<file path="src/rtl/core/pfrm_pkg.sv">
package pfrm_pkg;

    localparam int TIME_BITS  = 48;
    localparam int RATE_BITS  = 24;
    localparam int CONST_BITS = 40;
    localparam int ALPHA_BITS = 9;
    localparam int TMO_BITS   = 32;
    localparam int IDX_BITS   = 2;
    localparam int PROD_BITS  = ALPHA_BITS + RATE_BITS;
    localparam int CNT_BITS   = $clog2(CONST_BITS + 1);

    localparam logic [ALPHA_BITS-1:0] ALPHA_ONE = ALPHA_BITS'(256);
    localparam logic [PROD_BITS-1:0]  ROUND_HALF = PROD_BITS'(128);

    localparam logic [CONST_BITS-1:0] RATE_CONST_RST = CONST_BITS'(64'd7680000000);
    localparam logic [ALPHA_BITS-1:0] ALPHA_RST      = ALPHA_BITS'(26);
    localparam logic [TMO_BITS-1:0]   TIMEOUT_RST    = TMO_BITS'(1000000);

    typedef enum logic [IDX_BITS-1:0] {
        REG_RATE_CONST = 2'd0,
        REG_ALPHA      = 2'd1,
        REG_TIMEOUT    = 2'd2,
        REG_UNUSED     = 2'd3
    } cfg_idx_t;

    typedef enum logic {
        REQ_PULSE = 1'b0,
        REQ_POLL  = 1'b1
    } req_kind_t;

    typedef enum logic [5:0] {
        ST_IDLE  = 6'b000001,
        ST_EVAL  = 6'b000010,
        ST_DIV   = 6'b000100,
        ST_MUL_A = 6'b001000,
        ST_MUL_B = 6'b010000,
        ST_DONE  = 6'b100000
    } state_t;

    typedef struct packed {
        logic busy;
        logic done;
    } div_stat_t;

endpackage

</file>
<file path="src/rtl/core/pfrm_cfg_if.sv">
interface pfrm_cfg_if import pfrm_pkg::*; ();
    logic                  valid;
    logic                  ready;
    logic [IDX_BITS-1:0]   index;
    logic [CONST_BITS-1:0] data;

    modport source (output valid, output index, output data, input ready);
    modport sink   (input valid, input index, input data, output ready);
endinterface

</file>
<file path="src/rtl/core/pfrm_in_if.sv">
interface pfrm_in_if import pfrm_pkg::*; ();
    logic                 valid;
    logic                 ready;
    logic                 req_type;
    logic [TIME_BITS-1:0] timestamp_us;

    modport source (output valid, output req_type, output timestamp_us, input ready);
    modport sink   (input valid, input req_type, input timestamp_us, output ready);
endinterface

</file>
<file path="src/rtl/core/pfrm_out_if.sv">
interface pfrm_out_if import pfrm_pkg::*; ();
    logic                 valid;
    logic                 ready;
    logic [RATE_BITS-1:0] filtered_rate;
    logic [RATE_BITS-1:0] raw_rate;
    logic                 timed_out;

    modport source (output valid, output filtered_rate, output raw_rate, output timed_out,
                    input ready);
    modport sink   (input valid, input filtered_rate, input raw_rate, input timed_out,
                    output ready);
endinterface

</file>
<file path="src/rtl/core/pfrm_div.sv">
// Restoring divider, one quotient bit per cycle.
module pfrm_div import pfrm_pkg::*; (
    input  logic                  clk,
    input  logic                  rst_n,
    input  logic                  start,
    input  logic [CONST_BITS-1:0] dividend,
    input  logic [TIME_BITS-1:0]  divisor,
    output div_stat_t             stat,
    output logic [CONST_BITS-1:0] quotient
);

    logic                  busy_reg, busy_next;
    logic [CNT_BITS-1:0]   cnt_reg, cnt_next;
    logic [TIME_BITS-1:0]  rem_reg, rem_next;
    logic [TIME_BITS-1:0]  dvs_reg, dvs_next;
    logic [CONST_BITS-1:0] quo_reg, quo_next;
    logic [TIME_BITS:0]    trial;
    logic                  fits;

    assign trial = {rem_reg, quo_reg[CONST_BITS-1]};
    assign fits  = trial >= {1'b0, dvs_reg};

    always_comb
    begin
        busy_next = busy_reg;
        cnt_next  = cnt_reg;
        rem_next  = rem_reg;
        dvs_next  = dvs_reg;
        quo_next  = quo_reg;
        if (start)
        begin
            busy_next = 1'b1;
            cnt_next  = CNT_BITS'(CONST_BITS);
            rem_next  = '0;
            dvs_next  = divisor;
            quo_next  = dividend;
        end
        else if (busy_reg)
        begin
            if (cnt_reg != '0)
            begin
                rem_next = fits ? TIME_BITS'(trial - {1'b0, dvs_reg})
                                : trial[TIME_BITS-1:0];
                quo_next = {quo_reg[CONST_BITS-2:0], fits};
                cnt_next = cnt_reg - 1'b1;
            end
            else
            begin
                busy_next = 1'b0;
            end
        end
    end

    always_ff @(posedge clk or negedge rst_n)
    begin
        if (!rst_n)
        begin
            busy_reg <= 1'b0;
            cnt_reg  <= '0;
        end
        else
        begin
            busy_reg <= busy_next;
            cnt_reg  <= cnt_next;
        end
    end

    always_ff @(posedge clk)
    begin
        rem_reg <= rem_next;
        dvs_reg <= dvs_next;
        quo_reg <= quo_next;
    end

    assign stat.busy = busy_reg;
    assign stat.done = busy_reg && (cnt_reg == '0);
    assign quotient  = quo_reg;

    a_cnt_range: assert property (@(posedge clk) disable iff (!rst_n)
        cnt_reg <= CNT_BITS'(CONST_BITS))
        else $error("divider step count out of range");

    a_done_ends: assert property (@(posedge clk) disable iff (!rst_n)
        stat.done && !start |=> !busy_reg)
        else $error("divider still busy after done");

    a_start_loads: assert property (@(posedge clk) disable iff (!rst_n)
        start |=> busy_reg && cnt_reg == CNT_BITS'(CONST_BITS))
        else $error("divider start not taken");

endmodule

</file>
<file path="src/rtl/core/pulse_flow_rate_meter.sv">
// Pulse-period flow meter. Each transfer on req is a sensor pulse or a poll with a
// microsecond timestamp; each one yields exactly one transfer on rsp holding the
// current raw and smoothed rates (ml/min, unsigned Q16.8). The block takes one
// request at a time. A pulse that updates the rate runs the 40-step serial divider
// for rate_constant / period, followed by two passes through one shared 9x24
// multiplier for the moving average. Polls, the first pulse and repeated
// timestamps skip the divider and multiplier. The user is to write registers on
// cfg only while the block is idle; the block itself does not enforce this. cfg is
// always ready and writes to unused indexes are dropped.
module pulse_flow_rate_meter import pfrm_pkg::*; (
    input  logic        clk,
    input  logic        rst_n,
    pfrm_cfg_if.sink    cfg,
    pfrm_in_if.sink     req,
    pfrm_out_if.source  rsp
);

    state_t                state_reg, state_next;

    logic [CONST_BITS-1:0] rate_const_reg;
    logic [ALPHA_BITS-1:0] alpha_reg;
    logic [TMO_BITS-1:0]   timeout_reg;

    logic [TIME_BITS-1:0]  last_pulse_time_reg;
    logic                  seen_pulse_reg;
    logic [RATE_BITS-1:0]  raw_rate_reg;
    logic [RATE_BITS-1:0]  filtered_rate_reg;

    logic                  kind_reg;
    logic [TIME_BITS-1:0]  ts_reg;
    logic [TIME_BITS-1:0]  delta_reg;
    logic                  expired_reg;
    logic [PROD_BITS-1:0]  acc_reg;

    logic                  out_valid_reg;
    logic [RATE_BITS-1:0]  out_filt_reg;
    logic [RATE_BITS-1:0]  out_raw_reg;
    logic                  out_tmo_reg;

    logic                  req_xfer;
    logic                  rsp_xfer;
    logic                  slot_free;
    logic                  div_start;
    div_stat_t             div_stat;
    logic [CONST_BITS-1:0] div_quo;
    logic [RATE_BITS-1:0]  quo_sat;
    logic [ALPHA_BITS-1:0] alpha_sat;
    logic [ALPHA_BITS-1:0] mul_a;
    logic [RATE_BITS-1:0]  mul_b;
    logic [PROD_BITS-1:0]  prod;
    logic [PROD_BITS-1:0]  ema_sum;

    assign req_xfer  = req.valid && req.ready;
    assign rsp_xfer  = rsp.valid && rsp.ready;
    assign slot_free = !out_valid_reg || rsp.ready;
    assign req.ready = (state_reg == ST_IDLE);
    assign cfg.ready = 1'b1;

    // config writes
    always_ff @(posedge clk or negedge rst_n)
    begin
        if (!rst_n)
        begin
            rate_const_reg <= RATE_CONST_RST;
            alpha_reg      <= ALPHA_RST;
            timeout_reg    <= TIMEOUT_RST;
        end
        else if (cfg.valid && cfg.ready)
        begin
            case (cfg_idx_t'(cfg.index))
                REG_RATE_CONST: rate_const_reg <= cfg.data;
                REG_ALPHA:      alpha_reg      <= cfg.data[ALPHA_BITS-1:0];
                REG_TIMEOUT:    timeout_reg    <= cfg.data[TMO_BITS-1:0];
                default:        ;
            endcase
        end
    end

    assign div_start = (state_reg == ST_EVAL) && (kind_reg == REQ_PULSE)
                       && seen_pulse_reg && (delta_reg != '0);

    pfrm_div u_div (
        .clk      (clk),
        .rst_n    (rst_n),
        .start    (div_start),
        .dividend (rate_const_reg),
        .divisor  (delta_reg),
        .stat     (div_stat),
        .quotient (div_quo)
    );

    assign quo_sat   = (div_quo[CONST_BITS-1:RATE_BITS] != '0) ? '1
                                                               : div_quo[RATE_BITS-1:0];
    assign alpha_sat = (alpha_reg > ALPHA_ONE) ? ALPHA_ONE : alpha_reg;

    // shared multiplier: alpha*raw first, then (256-alpha)*filtered
    assign mul_a   = (state_reg == ST_MUL_A) ? alpha_sat : ALPHA_BITS'(ALPHA_ONE - alpha_sat);
    assign mul_b   = (state_reg == ST_MUL_A) ? raw_rate_reg : filtered_rate_reg;
    assign prod    = PROD_BITS'(mul_a * mul_b);
    assign ema_sum = acc_reg + prod + ROUND_HALF;

    always_comb
    begin
        state_next = state_reg;
        case (state_reg)
            ST_IDLE:  if (req_xfer) state_next = ST_EVAL;
            ST_EVAL:  state_next = div_start ? ST_DIV : ST_DONE;
            ST_DIV:   if (div_stat.done) state_next = ST_MUL_A;
            ST_MUL_A: state_next = ST_MUL_B;
            ST_MUL_B: state_next = ST_DONE;
            ST_DONE:  if (slot_free) state_next = ST_IDLE;
            default:  state_next = ST_IDLE;
        endcase
    end

    always_ff @(posedge clk or negedge rst_n)
    begin
        if (!rst_n)
        begin
            state_reg           <= ST_IDLE;
            last_pulse_time_reg <= '0;
            seen_pulse_reg      <= 1'b0;
            raw_rate_reg        <= '0;
            filtered_rate_reg   <= '0;
            out_valid_reg       <= 1'b0;
        end
        else
        begin
            state_reg <= state_next;
            // a new result may replace the one leaving in the same cycle
            if ((state_reg == ST_DONE) && slot_free)
                out_valid_reg <= 1'b1;
            else if (rsp_xfer)
                out_valid_reg <= 1'b0;
            case (state_reg)
                ST_EVAL:
                begin
                    if (kind_reg == REQ_POLL)
                    begin
                        if (delta_reg > TIME_BITS'(timeout_reg))
                        begin
                            raw_rate_reg      <= '0;
                            filtered_rate_reg <= '0;
                        end
                    end
                    else
                    begin
                        if (!seen_pulse_reg)
                        begin
                            raw_rate_reg      <= '0;
                            filtered_rate_reg <= '0;
                            seen_pulse_reg    <= 1'b1;
                        end
                        last_pulse_time_reg <= ts_reg;
                    end
                end
                ST_DIV:
                begin
                    if (div_stat.done)
                        raw_rate_reg <= quo_sat;
                end
                ST_MUL_B:
                begin
                    filtered_rate_reg <= ema_sum[RATE_BITS+7:8];
                end
                default: ;
            endcase
        end
    end

    always_ff @(posedge clk)
    begin
        if (req_xfer)
        begin
            kind_reg  <= req.req_type;
            ts_reg    <= req.timestamp_us;
            delta_reg <= req.timestamp_us - last_pulse_time_reg;
        end
        if (state_reg == ST_EVAL)
            expired_reg <= (kind_reg == REQ_POLL) && (delta_reg > TIME_BITS'(timeout_reg));
        if (state_reg == ST_MUL_A)
            acc_reg <= prod;
        if ((state_reg == ST_DONE) && slot_free)
        begin
            out_filt_reg <= filtered_rate_reg;
            out_raw_reg  <= raw_rate_reg;
            out_tmo_reg  <= expired_reg;
        end
    end

    assign rsp.valid         = out_valid_reg;
    assign rsp.filtered_rate = out_filt_reg;
    assign rsp.raw_rate      = out_raw_reg;
    assign rsp.timed_out     = out_tmo_reg;

    a_tmo_zero: assert property (@(posedge clk) disable iff (!rst_n)
        rsp.valid && rsp.timed_out |-> rsp.raw_rate == '0 && rsp.filtered_rate == '0)
        else $error("timed-out result carries nonzero rate");

    a_seen_holds: assert property (@(posedge clk) disable iff (!rst_n)
        !$fell(seen_pulse_reg))
        else $error("seen_pulse cleared outside reset");

    a_div_owned: assert property (@(posedge clk) disable iff (!rst_n)
        div_stat.busy |-> state_reg == ST_DIV)
        else $error("divider running outside divide step");

    a_one_at_a_time: assert property (@(posedge clk) disable iff (!rst_n)
        req_xfer |=> !req.ready)
        else $error("request taken while busy");

endmodule
</file>
<file path="src/flat_wrapper.sv">
// flat-port wrapper written by rule: the top's interface ports become plain ports
module pulse_flow_rate_meter_flat import pfrm_pkg::*;
  (clk, rst_n, cfg_valid, cfg_index, cfg_data, cfg_ready, req_valid, req_req_type, req_timestamp_us, req_ready, rsp_valid, rsp_filtered_rate, rsp_raw_rate, rsp_timed_out, rsp_ready);
  pfrm_cfg_if cfg_i ();
  pfrm_in_if req_i ();
  pfrm_out_if rsp_i ();
  input  logic clk;
  input  logic rst_n;
  input wire logic [$bits(cfg_i.valid)-1:0] cfg_valid;
  input wire logic [$bits(cfg_i.index)-1:0] cfg_index;
  input wire logic [$bits(cfg_i.data)-1:0] cfg_data;
  output wire logic [$bits(cfg_i.ready)-1:0] cfg_ready;
  input wire logic [$bits(req_i.valid)-1:0] req_valid;
  input wire logic [$bits(req_i.req_type)-1:0] req_req_type;
  input wire logic [$bits(req_i.timestamp_us)-1:0] req_timestamp_us;
  output wire logic [$bits(req_i.ready)-1:0] req_ready;
  output wire logic [$bits(rsp_i.valid)-1:0] rsp_valid;
  output wire logic [$bits(rsp_i.filtered_rate)-1:0] rsp_filtered_rate;
  output wire logic [$bits(rsp_i.raw_rate)-1:0] rsp_raw_rate;
  output wire logic [$bits(rsp_i.timed_out)-1:0] rsp_timed_out;
  input wire logic [$bits(rsp_i.ready)-1:0] rsp_ready;
  assign cfg_i.valid = cfg_valid;
  assign cfg_i.index = cfg_index;
  assign cfg_i.data = cfg_data;
  assign cfg_ready = cfg_i.ready;
  assign req_i.valid = req_valid;
  assign req_i.req_type = req_req_type;
  assign req_i.timestamp_us = req_timestamp_us;
  assign req_ready = req_i.ready;
  assign rsp_valid = rsp_i.valid;
  assign rsp_filtered_rate = rsp_i.filtered_rate;
  assign rsp_raw_rate = rsp_i.raw_rate;
  assign rsp_timed_out = rsp_i.timed_out;
  assign rsp_i.ready = rsp_ready;
  pulse_flow_rate_meter u_core (.clk(clk), .rst_n(rst_n), .cfg(cfg_i), .req(req_i), .rsp(rsp_i));
endmodule
</file>
<file path="config.mk">
export PLATFORM = sky130hd
export DESIGN_NAME = pulse_flow_rate_meter_flat
export DESIGN_NICKNAME = d
export VERILOG_FILES = /design/src/rtl/core/pfrm_pkg.sv /design/src/rtl/core/pfrm_cfg_if.sv /design/src/rtl/core/pfrm_in_if.sv /design/src/rtl/core/pfrm_out_if.sv /design/src/rtl/core/pfrm_div.sv /design/src/rtl/core/pulse_flow_rate_meter.sv /design/src/flat_wrapper.sv
export SDC_FILE = /design/constraint.sdc
export NUM_CORES = 1
export LEC_CHECK = 0
export BUFFER_PORTS_ARGS = -buffer_cell sky130_fd_sc_hd__buf_2
export CORE_MARGIN = 3
export CORE_UTILIZATION = 58
export DETAILED_ROUTE_END_ITERATION = 8
export GPL_ROUTABILITY_DRIVEN = 0
export GPL_TIMING_DRIVEN = 0
export HOLD_SLACK_MARGIN = 0.06
export PLACE_DENSITY = 0.74
export SLEW_MARGIN = 10
export SYNTH_ARGS = -nofsm -noshare
export SYNTH_HDL_FRONTEND = slang
export SYNTH_SLANG_ARGS = --single-unit
</file>
<file path="constraint.sdc">
create_clock -name clk -period 11.8 [get_ports clk]
set_clock_uncertainty 0.1 [all_clocks]
set_input_delay 1.18 -clock clk [delete_from_list [all_inputs] [get_ports clk]]
set_output_delay 1.18 -clock clk [all_outputs]
set_load 0.01 [all_outputs]
</file>
== Word-level counts from Yosys, hierarchy flattened ==
Index checks and enable logic that the tools add are counted.
Storage, ports and cells
  flip-flop bits (word level): 507
  input bits: 96
  output and inout port bits: 52
  logic and storage cells: 102
Cells by class
  add/subtract/negate cells: 6
  $mul: 1
  $lt $le $gt $ge: 3
  equal/unequal tests: 13
  muxes and demuxes: 27
  bitwise gates (word level): 1
  reductions and logical operators: 29
Operators with widths (number)
  $mux W24: 6
  $mux W40: 3
  $pmux W24 S2: 2
  $sub A48 B48 Y48: 2
  $ge A49 B48 Y1: 1
  $gt A48 B32 Y1: 1
  $mux W48: 1
  $reduce_bool A48 Y1: 1
  $mux W6: 7
  $pmux W6 S6: 1
  $add A32 B32 Y32: 1
  $add A32 B8 Y32 const B: 1
  $mul A9 B24 Y32: 1
  $mux W9: 2
  $reduce_bool A16 Y1: 1
  $reduce_and A2 Y1: 6
  $reduce_bool A2 Y1: 5
  $gt A9 B9 Y1 const B: 1
  $sub A9 B9 Y9 const A: 1
  $logic_and A1 B1 Y1: 8
  $eq A6 B1 Y1 const B: 1
  $eq A6 B2 Y1 const B: 1
  $eq A6 B3 Y1 const B: 1
  $eq A6 B4 Y1 const B: 1
  other kinds (17): 24

== Logic depth before layout (Yosys ltp) ==
Gate-level depths: netlist of run 1.
  word-level depth: 8
  depth in mapped cells: 40
  depth with buffers taken out: 39

== Modules after synthesis ==
Synthesis of run 1 repeated with hierarchy kept, for this count alone.
Second synthesis, totals
  cells, all modules: 3267
  area, all modules: 33185.6 um2
By module, submodules not included
  pulse_flow_rate_meter: times used 1, cells each 2351, area an instance 24584.8 um2, sequential area each 10030.9 um2
  pfrm_div: times used 1, cells each 916, area an instance 8600.7 um2, sequential area each 3778.6 um2

== Worst setup path after synthesis of run 1 ==
Ideal clock, no wire load.
  kind: register -> register
  start point: register u_core.state_reg[1]
  end point: register u_core.filtered_rate_reg[17]
  library setup time: 0.122 ns
  arrival: 8.976 ns
  data required time: 11.578 ns
  path slack: 2.603 ns
  cell stages (with the launch flop): 39
  path buffers: 3
  period minus slack after synthesis: 9.197 ns
  cells stage by stage: dfrtp_1 > clkbuf_1 > nor4_1 > nand2_1 > inv_2 > buf_1 > buf_1 > nand2_1 > nand2_1 > nand2_1 > fa_1 > inv_1 > fa_1 > inv_1 > fa_1 > fa_1 > inv_1 > ha_1 > (+3 left out) > nor2_1 > o21ai_0 > nand2b_1 > a21oi_1 > o21bai_1 > a21oi_1 > xnor2_1 > ha_1 > ha_1 > and2_1 > a221oi_1 > nand2_1 > o211ai_2 > a21boi_1 > o21a_1 > o21a_1 > or3_1 > a32o_1
On the way
  word-level cells in the longest chain between the ends: 6
  elaborated cells between the ends (all ways): 13
  those cells by class: 2 x add/sub; 1 x mul; 5 x eq/ne; 3 x mux; 2 x reduce/logical
Ends and longest elaborated chain
  from (decl): RTL line pulse_flow_rate_meter.sv:18  | state_t state_reg, state_next;
  from (signal assigned): RTL line pulse_flow_rate_meter.sv:129  | state_reg <= state_next;
  $eq A6 B4 Y1 *: RTL line pulse_flow_rate_meter.sv:97, pulse_flow_rate_meter.sv:98
  $mux W9 or $mux W24 (tied branches): RTL line pulse_flow_rate_meter.sv:97, pulse_flow_rate_meter.sv:98
  $mul A9 B24 Y32 *: RTL line pulse_flow_rate_meter.sv:99  | assign prod = PROD_BITS'(mul_a * mul_b);
  named net u_core.prod[13]: RTL line pulse_flow_rate_meter.sv:50  | logic [PROD_BITS-1:0] prod;
  $add A32 B32 Y32 *: RTL line pulse_flow_rate_meter.sv:100  | assign ema_sum = acc_reg + prod + ROUND_HALF;
  $add A32 B8 Y32 *: RTL line pulse_flow_rate_meter.sv:100
  $pmux W24 S2 *: RTL line pulse_flow_rate_meter.sv:135  | case (state_reg)
  to (signal assigned): RTL line pulse_flow_rate_meter.sv:164  | filtered_rate_reg <= ema_sum[RATE_BITS+7:8];
  to (decl): RTL line pulse_flow_rate_meter.sv:27  | logic [RATE_BITS-1:0] filtered_rate_reg;
Mark *: on every way through the listed nets, which the timed path passes. The rest lies on a longest branch.
A chain may end at the register's enable or synchronous reset.

== Final worst setup path of run 1 ==
  start point: register u_core.state_reg[1]
  end point: register u_core.filtered_rate_reg[23]
Same word-level chain as after synthesis.

==> results of run 1 <==
cell type report:
type,count,area [um2]
Clock buffer,68,1450
Fill cell,4378,19100
Inverter,365,1370
Antenna cell,4,10.0
Tap cell,748,936
Sequential cell,507,13800
Clock inverter,36,315
Timing Repair Buffer,155,918
Multi-Input combinational cell,2253,17200
Buffer,105,407
worst paths after layout:
path,slack (ns),to,cells after the start,startpoint
min,0.27,u_core.last_pulse_time_reg[32],1,rst_n
min reg2reg,0.35,u_core.rsp.timed_out,0,u_core.expired_reg
max in group asynchronous,10.09,u_core.state_reg[0],3,rst_n
min in group clk,0.35,u_core.rsp.timed_out,0,u_core.expired_reg
max reg2reg,0.82,u_core.filtered_rate_reg[23],37,u_core.state_reg[1]
max,0.82,u_core.filtered_rate_reg[23],37,u_core.state_reg[1]
cell usage after synthesis, types with 9 or more instances:
master,number
edfxtp_1,267
a21oi_1,160
dfstp_2,21
nor4_1,28
dfxtp_1,48
or3_1,18
nor2_1,263
a31oi_1,14
nor2b_1,27
a211oi_1,40
xnor2_1,84
and2_1,11
a22o_1,22
clkbuf_1,88
and3_1,15
o21bai_1,18
o21ai_0,129
xor2_1,44
nand4_1,22
nand3b_1,9
a21o_1,88
inv_1,364
or2_2,10
o21ai_1,19
or4_1,10
nor3_1,46
o2bb2ai_1,26
nand3_1,34
mux2_2,83
nand2b_1,42
o211ai_1,26
dfrtp_1,171
nand2_1,392
nor3b_1,11
buf_1,10
o21a_1,28
ha_1,239
mux2i_1,39
fa_1,156
through the flow:
step	hold slack, ns	cells	cell area [um2]	util [%]
final	0.274	4241	36400	65.6
after global routing	0.261	4240	36400	65.6
after CTS	0.253	4237	36400	65.6
after global placement	0.313	4124	34500	62.1
after floorplan	0.300	3230	32800	-
after detailed placement	0.326	4133	34700	62.4
per-layer routing:
metal  vias to the layer above  GRT usage (%)  routed length (um)
li1                      11600              -                   -
met1                     12200           41.8               37400
met2                      1128           41.3               35300
met4                         2           9.26                2660
met5                         -              0                  13
met3                       180           8.57                9190
power by group:
part           leakage (uW)  internal, uW  switching (uW)
logic                0.0106          1970            3020
clock network      0.000872           961             724
registers           0.00524          2540             348
total                0.0167          5470            4100
worst max-delay path: cells and delay by family (launching register included):
family                   cells  cell delay, ns
buffers and inverters        8            2.13
XOR/XNOR                     2            0.61
adder cells (fa/ha/maj)      7            3.05
AO/OA/AOI/OAI               12            2.93
flip-flops                   1            0.35
AND/OR/NAND/NOR              8            1.65
cells by family after synthesis:
| kind of cell | share of synthesized area (%) |
|---|---|
| other | 0.0114 |
| xor gates and xnor gates | 3.49 |
| buffers and inverters | 5.42 |
| adders and majority gates | 18.6 |
| DFF | 42.1 |
| and+or+nand+nor | 13.2 |
| AOI/OAI and AO/OA | 13.0 |
| muxes | 4.13 |
cells in the final DEF, fill, tap and decap left out, types with 11 or more instances in the layout:
cell / Yosys / layout
a211oi_1: 40 / 40
a21o_1: 88 / 88
a21oi_1: 160 / 160
a22o_1: 22 / 22
a31oi_1: 14 / 14
and2_1: 11 / 11
and3_1: 15 / 14
buf_2: 6 / 152
clkbuf_1: 88 / 99
clkbuf_16: 0 / 55
clkinv_2: 0 / 16
dfrtp_1: 171 / 171
dfstp_2: 21 / 21
dfxtp_1: 48 / 48
edfxtp_1: 267 / 267
fa_1: 156 / 156
ha_1: 239 / 239
inv_1: 364 / 364
mux2_2: 83 / 83
mux2i_1: 39 / 39
nand2_1: 392 / 391
nand2b_1: 42 / 42
nand3_1: 34 / 34
nand4_1: 22 / 22
nor2_1: 263 / 262
nor2b_1: 27 / 26
nor3_1: 46 / 46
nor3b_1: 11 / 11
nor4_1: 28 / 27
o211ai_1: 26 / 26
o21a_1: 28 / 28
o21ai_0: 129 / 129
o21ai_1: 19 / 19
o21bai_1: 18 / 18
o2bb2ai_1: 26 / 26
or3_1: 18 / 18
xnor2_1: 84 / 84
xor2_1: 44 / 44
==> flow_summary.ini, run 1 <==
[outcome]
outcome = complete, no violations

[floorplanning]
dieArea_um2 = 59400
ios = 148
die_w_um = 244
dieHeight_um = 244
start_util_pct = 59.1
core_region_area_um2 = 55500
core.rowCount = 86

[grt]
grt.overflow.total = 0
grt_max_degree = 104
gr-usage-all-layers_pct = 28.7
grt_pass1_vias = 25100
grt_pass1_wl_mm = 135
antenna_found_initial = 5

[clocking]
ctsResizeCount = 0
cts_hold_buf = 0
clock_path_buffers = 3
clock-root-buffer = clkbuf_16
cts.clk_slew.worst_paths_ns = 0.06
insertion_delay_ns = 0.63
cts_sinks = 507
cts_made_buffers = 55
htreeDepth = 2
post_cts_buffers = 0
cts_tree = done

[critical_path]
worstSetupPathType = flip-flop to flip-flop
endpoint_kind = flip-flop
critPathRequiredTime_ns = 12.21
critPathLaunchType = flip-flop
critPathSlowestCell = buf_1
worstPathMaxFanout = 30
critical_path_arrival_ns = 11.39
cpPeakStageDelay_ns = 0.59

[logic_synthesis]
synth-edff-count = 267
synth.largest_area_cell = edfxtp_1
syn-cell-area_um2 = 32800
ys_types = 83
ys_ff_latch = 507
yosysWarnings = 0
synth-seq-area-share_pct = 42.1
synth_flop_cell = edfxtp_1
avgSynthCellArea_um2 = 10.2
syn_inst = 3230
yosys-top-cells-area = edfxtp_1, dfrtp_1, fa_1
synth-async-reset-ratio_pct = 37.9
syn-num-nets = 3721
synth_top_area_share_pct = 24.5

[sta]
hold_violations = 0
fin_ws_ns = 0.818
finalCritPeriodShare_pct = 93.1
final.setup.tns_ns = 0
clock.fmax_mhz = 91.1
drv_slew = 0
worst_pin_slew_ns = 1.34
grt_setup_unrepaired = false
final_period_minus_worst_setup_slack_ns = 10.98
maxSlewHeadroom_pct = 10.7
setup_violations = 0

[cells_and_area]
syn2layout_area_growth_pct = 11.1
final_net_count = 3933
drive_gt1_share_pct = 10.9

[power_and_ir_drop]
power.total_uw = 9570
leakagePower_uw = 0.0167
max-vdd-ir-drop_uv = 147
power.density_nw_per_um2 = 263

[detailed_routing]
drc = 0
wl_mm = 84.6
via_per_inst = 5.93
ant_nets = 0
wl_per_cell_um = 19.9
first_pass_iters = 6
first_iter_violations = 2132
dr_total_vias = 25100

[placement]
preCtsSetupSlack_ns = 1.21
port_buffers = 146
dp_hpwl_mm = 65.5

[min_path]
hold_path.class = primary input to asynchronous set/reset pin

[job]
maxCapViolations = 0
No activity file was read; power rests on OpenSTA's default activity.
==> run 2, diff against run 1 <==
--- a/config.mk
+++ b/config.mk
@@ -12,8 +12,10 @@
 export GPL_ROUTABILITY_DRIVEN = 0
 export GPL_TIMING_DRIVEN = 0
 export HOLD_SLACK_MARGIN = 0.06
+export MAX_ROUTING_LAYER = met4
 export PLACE_DENSITY = 0.74
 export SLEW_MARGIN = 10
 export SYNTH_ARGS = -nofsm -noshare
 export SYNTH_HDL_FRONTEND = slang
+export SYNTH_HIERARCHICAL = 1
 export SYNTH_SLANG_ARGS = --single-unit
==> flow_summary.ini, run 2 <==
[detailed_routing]
dr_total_vias = 26100
first_iter_violations = 2534
wl_mm = 89.7
ant_nets = 0
via_per_inst = 6.08
wl_per_cell_um = 20.9
drc = 2
first_pass_iters = 8

[sta]
maxSlewHeadroom_pct = 8.33
finalCritPeriodShare_pct = 95.1
setup_violations = 0
grt_setup_unrepaired = false
hold_violations = 0
clock.fmax_mhz = 89.1
fin_worst_hold_slack_ns = 0.345
final.setup.tns_ns = 0
drv_slew = 0
worst_pin_slew_ns = 1.37
final_period_minus_worst_setup_slack_ns = 11.22

[clocking]
post_cts_buffers = 0
cts_made_buffers = 56
clock_path_buffers = 3
clock-root-buffer = clkbuf_16
ctsResizeCount = 0
cts_hold_buf = 0
insertion_delay_ns = 0.65
cts_tree = done
cts.clk_slew.worst_paths_ns = 0.06
htreeDepth = 2
cts_sinks = 507

[floorplanning]
core_region_area_um2 = 56500
core.rowCount = 87
ios = 148
die_w_um = 245
dieArea_um2 = 60100
dieHeight_um = 245
start_util_pct = 58.7

[placement]
dp_hpwl_mm = 68.6
port_buffers = 146
dp_cells = 4174
place_area_um2 = 35000

[critical_path]
crit_top_cell = a21oi_1
endpoint_kind = flip-flop
critPathLaunchType = flip-flop
worstPathMaxFanout = 10
cpPeakStageDelay_ns = 0.98
critPathRequiredTime_ns = 12.16
path_buf_inv = 7
critPathSlowestCell = a21oi_1
worstSetupPathType = flip-flop to flip-flop
crit_family = compound AO/OA/AOI/OAI gates
critical_path_arrival_ns = 11.58

[cells_and_area]
fin_area_um2 = 37100
n_fill_cell = 4371
final_common_cell = inv_1
regArea_um2 = 13800
multi_input_area_um2 = 17500
drive_gt1_share_pct = 12.8
final_net_count = 3968
final_cells = 4286
final_cell_mix = inv_1, nand2_1, edfxtp_1
syn2layout_area_growth_pct = 11.7

[logic_synthesis]
syn-cell-area_um2 = 33200
yosysWarnings = 6
syn-num-nets = 3758
avgSynthCellArea_um2 = 10.2
syn_inst = 3266

[outcome]
failed_checks = DRC
outcome = finished, violations left

[job]
maxCapViolations = 0

[power_and_ir_drop]
leakagePower_uw = 0.0166
power.density_nw_per_um2 = 214
max-vdd-ir-drop_uv = 205

[grt]
gr-usage-all-layers_pct = 30.9
grt.overflow.total = 0
grt_pass1_wl_mm = 142
grt_pass1_vias = 26000
grt_max_degree = 107
antenna_found_initial = 5

[min_path]
hold_path.class = flip-flop to flip-flop
run 2: cell types whose count changed in the layout (fill, tap and decap cells not counted), moves of 25 or more:
cell,previous run,this run
o2bb2ai_1,26,1
o21ai_0,129,171
nand2_1,391,366
mux2_2,83,124
a211oi_1,40,15
nor2_1,262,236
run 2: layout make-up:
type / count / area share (%)
Antenna cell: 6 / 0.0405
Buffer: 120 / 1.37
Clock buffer: 66 / 4.05
Clock inverter: 40 / 1.47
Inverter: 368 / 3.73
Multi-Input combinational cell: 2271 / 47.2
Sequential cell: 507 / 37.2
Tap cell: 756 / 2.55
Timing Repair Buffer: 152 / 2.36
run 2: report_power, final:
part	internal (uW)	switching, uW	total, uW	leakage (uW)
Clock	1140	772	1910	0.000997
Sequential	2500	335	2840	0.00524
Combinational	1210	1990	3200	0.0103
Total	4860	3090	7950	0.0166
run 2: worst paths after layout:
path	from	endpoint	slack [ns]	cells past startpoint
setup / recovery	u_core/alpha_reg[8]	u_core/filtered_rate_reg[21]	0.58	38
hold / removal	u_core/ts_reg[6]	u_core/last_pulse_time_reg[6]	0.35	2
setup reg to reg	u_core/alpha_reg[8]	u_core/filtered_rate_reg[21]	0.58	38
hold reg to reg	u_core/ts_reg[6]	u_core/last_pulse_time_reg[6]	0.35	2
max in group asynchronous	rst_n	u_core/rate_const_reg[38]	10.16	2
min in group asynchronous	rst_n	u_core/last_pulse_time_reg[19]	0.41	1
run 2: worst register-to-register path, delay by kind of cell (launching register included):
family                     cells  cell delay (ns)
AOI/OAI and AO/OA             15             3.72
adders and majority gates      8             3.38
buffers and inverters          7             1.77
and+or+nand+nor                6             1.32
xor gates and xnor gates       2             0.40
DFF                            1             0.36
run 2: through the flow:
step	util (%)	total power [uW]	worst slack [ns]
finish	65.6	7950	0.583
global route	65.6	8420	0.109
CTS	65.6	7890	0.968
detailed placement	62.0	5930	1.02
global placement	61.7	5790	0.507
floorplan	-	5020	2.55
run 2: layer usage:
metal  GRT usage (%)  wire, um  part of all wire (%)  vias to the layer above
met1            43.2     38500                    43                    12600
met5               -         0                     0                        -
met4            11.2      3180                   3.5                        0
met3            6.18      8940                    10                      249
li1                -         -                     -                    11800
met2            45.2     39000                    44                     1378
